--- src/design/bcfs_pkg.sv ---
`timescale 1ns / 1ps
// ----------------------------------------------------------------------------
// bcfs_pkg: shared definitions of the cover-fill scaler
// Sizes, field widths, sequencer states, register indexes and divider status.
// ----------------------------------------------------------------------------
package bcfs_pkg;

	localparam int STORE_BYTES = 131072;
	localparam int ROW_BYTES   = 64;
	localparam int MAX_DIM     = 1024;

	localparam int ADDR_W = $clog2(STORE_BYTES);
	localparam int DX_W   = $clog2(ROW_BYTES * 8);
	localparam int POS_W  = $clog2(ROW_BYTES);

	// Divider operand widths: numerators reach (crop + row) * size.
	localparam int NUM_W = 31;
	localparam int DEN_W = 11;

	localparam logic [7:0] FILL_BYTE = 8'hFF;
	localparam int         BIT_MSB   = 7;

	typedef enum logic [1:0] {
		REG_SOURCE_WIDTH  = 2'd0,
		REG_SOURCE_HEIGHT = 2'd1,
		REG_TARGET_WIDTH  = 2'd2,
		REG_TARGET_HEIGHT = 2'd3
	} bcfs_reg_t;

	typedef enum logic [3:0] {
		S_IDLE,
		S_MUL1,
		S_MUL2,
		S_CROP_GO,
		S_CROP_WT,
		S_SY_MUL,
		S_SY_GO,
		S_SY_WT,
		S_BASE_MUL,
		S_STEP_GO,
		S_STEP_WT,
		S_Q0_MUL,
		S_Q0_GO,
		S_Q0_WT,
		S_PIX,
		S_DRAIN
	} bcfs_state_t;

	typedef struct packed {
		logic busy;
		logic done;
	} bcfs_div_stat_t;

endpackage

--- src/design/bcfs_div.sv ---
`timescale 1ns / 1ps
// ----------------------------------------------------------------------------
// bcfs_div: iterative restoring divider
// One quotient bit per cycle while it runs; done follows the last bit.
// ----------------------------------------------------------------------------
module bcfs_div #(
	parameter int NUM_W = bcfs_pkg::NUM_W,
	parameter int DEN_W = bcfs_pkg::DEN_W
) (
	input  logic                    clk,
	input  logic                    arst_n,
	input  logic                    start,
	input  logic [NUM_W-1:0]        num,
	input  logic [DEN_W-1:0]        den,
	output bcfs_pkg::bcfs_div_stat_t stat,
	output logic [NUM_W-1:0]        quot,
	output logic [DEN_W-1:0]        rem
);

	localparam int CNT_W = $clog2(NUM_W + 1);

	logic             run_q;
	logic             done_q;
	logic [CNT_W-1:0] cnt_q;
	logic [NUM_W-1:0] n_q;
	logic [DEN_W-1:0] r_q;
	logic [DEN_W-1:0] d_q;

	logic [DEN_W:0]   rem_sh;
	logic             fits;
	logic [DEN_W-1:0] rem_next;

	always_comb begin
		rem_sh   = {r_q, n_q[NUM_W-1]};
		fits     = (rem_sh >= {1'b0, d_q});
		rem_next = fits ? DEN_W'(rem_sh - {1'b0, d_q}) : rem_sh[DEN_W-1:0];
	end

	always_ff @(posedge clk or negedge arst_n) begin
		if (!arst_n) begin
			run_q  <= 1'b0;
			done_q <= 1'b0;
			cnt_q  <= '0;
		end else begin
			done_q <= run_q && (cnt_q == CNT_W'(1));
			if (start) begin
				run_q <= 1'b1;
				cnt_q <= CNT_W'(NUM_W);
			end else if (run_q) begin
				cnt_q <= cnt_q - CNT_W'(1);
				if (cnt_q == CNT_W'(1)) begin
					run_q <= 1'b0;
				end
			end
		end
	end

	// Shift the quotient bits in behind the numerator.
	always_ff @(posedge clk) begin
		if (start) begin
			n_q <= num;
			r_q <= '0;
			d_q <= den;
		end else if (run_q) begin
			n_q <= {n_q[NUM_W-2:0], fits};
			r_q <= rem_next;
		end
	end

	assign stat.busy = run_q;
	assign stat.done = done_q;
	assign quot      = n_q;
	assign rem       = r_q;

endmodule

--- config.mk ---
export PLATFORM = sky130hd
export DESIGN_NAME = bcfs_div
export DESIGN_NICKNAME = d
export VERILOG_FILES = /design/src/design/bcfs_pkg.sv /design/src/design/bcfs_div.sv
export SDC_FILE = /design/constraint.sdc
export NUM_CORES = 1
export LEC_CHECK = 0
export BUFFER_PORTS_ARGS = -buffer_cell sky130_fd_sc_hd__buf_2
export CAP_MARGIN = 0
export CORE_ASPECT_RATIO = 1.2
export CORE_UTILIZATION = 47
export DETAILED_ROUTE_END_ITERATION = 8
export MAX_ROUTING_LAYER = met4
export PLACE_DENSITY = 0.87
export SETUP_SLACK_MARGIN = 0.15
export SLEW_MARGIN = 15
export SYNTH_ARGS = -nofsm -noshare
export SYNTH_HDL_FRONTEND = slang
export SYNTH_SLANG_ARGS = --single-unit
--- constraint.sdc ---
create_clock -name clk -period 2.25 [get_ports clk]
set_clock_uncertainty 0.05 [all_clocks]
set_input_delay 0.1125 -clock clk [delete_from_list [all_inputs] [get_ports clk]]
set_output_delay 0.1125 -clock clk [all_outputs]
set_load 0.01 [all_outputs]
==> metrics.cfg <==
[outcome]
status = complete, but fails checks
violations = setup timing

[route]
antenna_left = 0
vias = 2539
wl_per_cell_um = 15.47
wirelength_um = 7487
via_per_inst = 5.246
dr.pass1.iters = 6
drc = 0
drtIter0Drc = 99

[die]
die_w_um = 76.12
dieHeight_um = 90.94
ioPinCount = 89
core-area_um2 = 6406
dieArea_um2 = 6922
placementRows = 32
initial_core_util_pct = 48.36

[synthesis]
syn_area_um2 = 3098
ys_async_sr_fraction_pct = 11.67
synth-main-ff-cell = edfxtp_1
synth_top_area_share_pct = 40.71
synth.area.top_cells = edfxtp_1, mux2_2, dfxtp_1
ys_seq_area_share_pct = 53.47
yosysWarnings = 0
synth_top_area_cell = edfxtp_1
avgSynthCellArea_um2 = 12.34
synth_cell_types = 47
synth_seq_cells = 60
syn_nets = 310
synth_edf_count = 42
synthCells = 251

[grt]
overflow = 0
grt_pass1_wl_um = 11430
antenna_found_initial = 0
track_usage_pct = 21.56
grt_pass1_vias = 2579
grt_start_max_net_pins = 30

[clock_tree]
htree_levels = 3
cts_buffer_depth = 2
cts-buffers-inserted = 9
cts_tree = done
cts_root_buffer = clkbuf_8
clk_pin_slew_ns = 0.09
cts.sinks = 60
clock_latency_ns = 0.33

[cells_and_area]
post-route-util_pct = 68.36
instances_no_fill = 484
syn_to_final_growth_pct = 41.36
antenna_cells = 0
nNetsFinal = 453
fill_cells = 451
drive_above_1_share_pct = 51.63

[timing]
setup_ws_ns = -0.2612
min_period_over_period_pct = 111.6
tightest_slew_ns = 0.5037
grt_setup_unrepaired = true
maxSlewViolCount = 0
finalCriticalPeriod_ns = 2.511
finalHoldViolations = 0
relSlewSlack_pct = 66.42
max_freq_mhz = 398.2
finalSetupViolCount = 12

[power_and_ir_drop]
p_clk_share_pct = 22.1
p_switching_w = 0.001585
power_frac_comb_pct = 46.0
pwr_density_cell_nw_per_um2 = 1048
ir_worst_vdd_uv = 667.4
internal-power_w = 0.003006
p_leak_nw = 1.953
seq_power_share_pct = 31.9
power_switching_share_pct = 34.52

[job]
maxCapViolations = 0

[critical_path]
crit_fanout = 8
crit_path_end_kind = register
required_ns = 2.45
critical_path_arrival_ns = 2.71
rr_worst_depth = 8
r2r_start = d_q[0]
startpoint_type = register
reg2reg_slack_ns = -0.26
r2r_end = rem[0]
critPathKind = register to register

[placed_design]
post-dp-hpwl_um = 5109
place.gp.congestion = 0.8932
dpl_worst_slack_ns = -0.2767
place_inst = 452
io_buffers = 88

[min_path]
hold_end = quot[15]
min_from = num[15]
holdPathStages = 2
hold_class = input port to register

state kept, by name, indices dropped and copies added, names as in the netlist:
| signal | count |
|---|---|
| cnt_q | 5 |
| d_q | 11 |
| done_q | 1 |
| quot | 31 |
| rem | 11 |
| run_q | 1 |
timing repair:
action                                 CTS  global route
pin swaps                                4             9
setup buffers                            1             3
resized for setup                        8            15
hold buffers                            12             0
setup endpoints to repair               12            12
endpoints found under the hold margin   18             0
power groups by stage:
stage	sequential [W]	combinational, W	clock (W)
4_1_cts	0.00146	0.00189	0.00102
3_3_place_gp	0.00147	0.00173	0
6_report	0.00146	0.00211	0.00101
2_1_floorplan	0.00156	0.000948	0
5_1_grt	0.00149	0.00225	0.00107
3_5_place_dp	0.00148	0.00179	0
layout by cell type (no fill, tap or decap), types with 8 or more instances in the layout:
cell type	count
buf_2	88
edfxtp_1	42
buf_4	39
mux2_2	31
nor2_1	17
inv_1	15
dlygate4sd3_1	12
ha_1	11
dfxtp_1	11
nand2b_1	10
o21ai_0	9
clkbuf_8	9
nand2_1	8
xnor2_1	8
logic make-up (layout without fill, tap and decap cells):
family                     after synthesis  in the layout  synth area share (%)
adders and majority gates               14             14                 5.897
and+or+nand+nor                         59             59                 10.95
xor gates and xnor gates                 8              8                 2.262
buffers and inverters                   30            178                 4.200
muxes                                   39             39                 14.01
AOI/OAI and AO/OA                       41             41                 9.208
DFF                                     60             60                 53.47
synthesized netlist by cell type (3+ instances only):
library cell  number
edfxtp_1          42
mux2_2            31
nor2_1            17
inv_1             16
ha_1              13
o21ai_0           12
dfxtp_1           11
nand2b_1          10
nand2_1            8
xnor2_1            8
a211oi_1           7
dfrtp_1            7
mux2i_1            7
clkbuf_1           6
a21oi_1            5
nand3_1            5
buf_1              3
or3_2              3
worst max path at each step:
stage,slack [ns],cells past startpoint,to,start
6_report,-0.26,8,rem[0],d_q[0]
5_1_grt,-0.30,9,rem[4],d_q[0]
4_1_cts,-0.09,11,rem[6],quot[30]
3_5_place_dp,-0.28,10,rem[6],d_q[9]
3_3_place_gp,-0.10,10,rem[6],d_q[0]
2_1_floorplan,-0.05,9,quot[0],quot[30]
area by class of cell:
type	count	area, um2	area share, %
Multi-Input combinational cell	161	1406	32.11
Clock inverter	7	82.58	1.886
Timing Repair Buffer	145	938.4	21.43
Clock buffer	9	123.9	2.829
Tap cell	85	106.4	2.429
Sequential cell	60	1657	37.83
Inverter	17	65.06	1.486
worst max-delay path, cell delays in order (launching register included):
cell and delay [ns]:
edfxtp_1 0.46, ha_4 0.20, fa_2 0.38, nor2b_2 0.16, o31a_1 0.21, o21ai_2 0.12, o21ai_4 0.32, mux2_4 0.34
a211oi_2 0.19
stage by stage:
step                area, um2  total power, W  setup TNS [ns]  hold slack [ns]
floorplan                3103        0.002510        -0.05192          -0.2331
global placement         3918        0.003200         -0.7557          -0.1013
detailed placement       3918        0.003274          -1.703         -0.09846
CTS                      4293        0.004377         -0.6997         0.009444
global route             4379        0.004809          -3.094         0.004750
finish                   4379        0.004590          -2.669          0.02333
metal layers:
metal  global-route usage [%]  vias to the layer above  share of wire (%)
li1                         -                     1206                  -
met1                    24.97                     1225                 40
met2                    36.89                       93                 53
met3                    3.920                       15                4.2
met4                    8.974                        0                1.9
met5                        -                        -                  0
No activity file was read; power rests on OpenSTA's default activity.
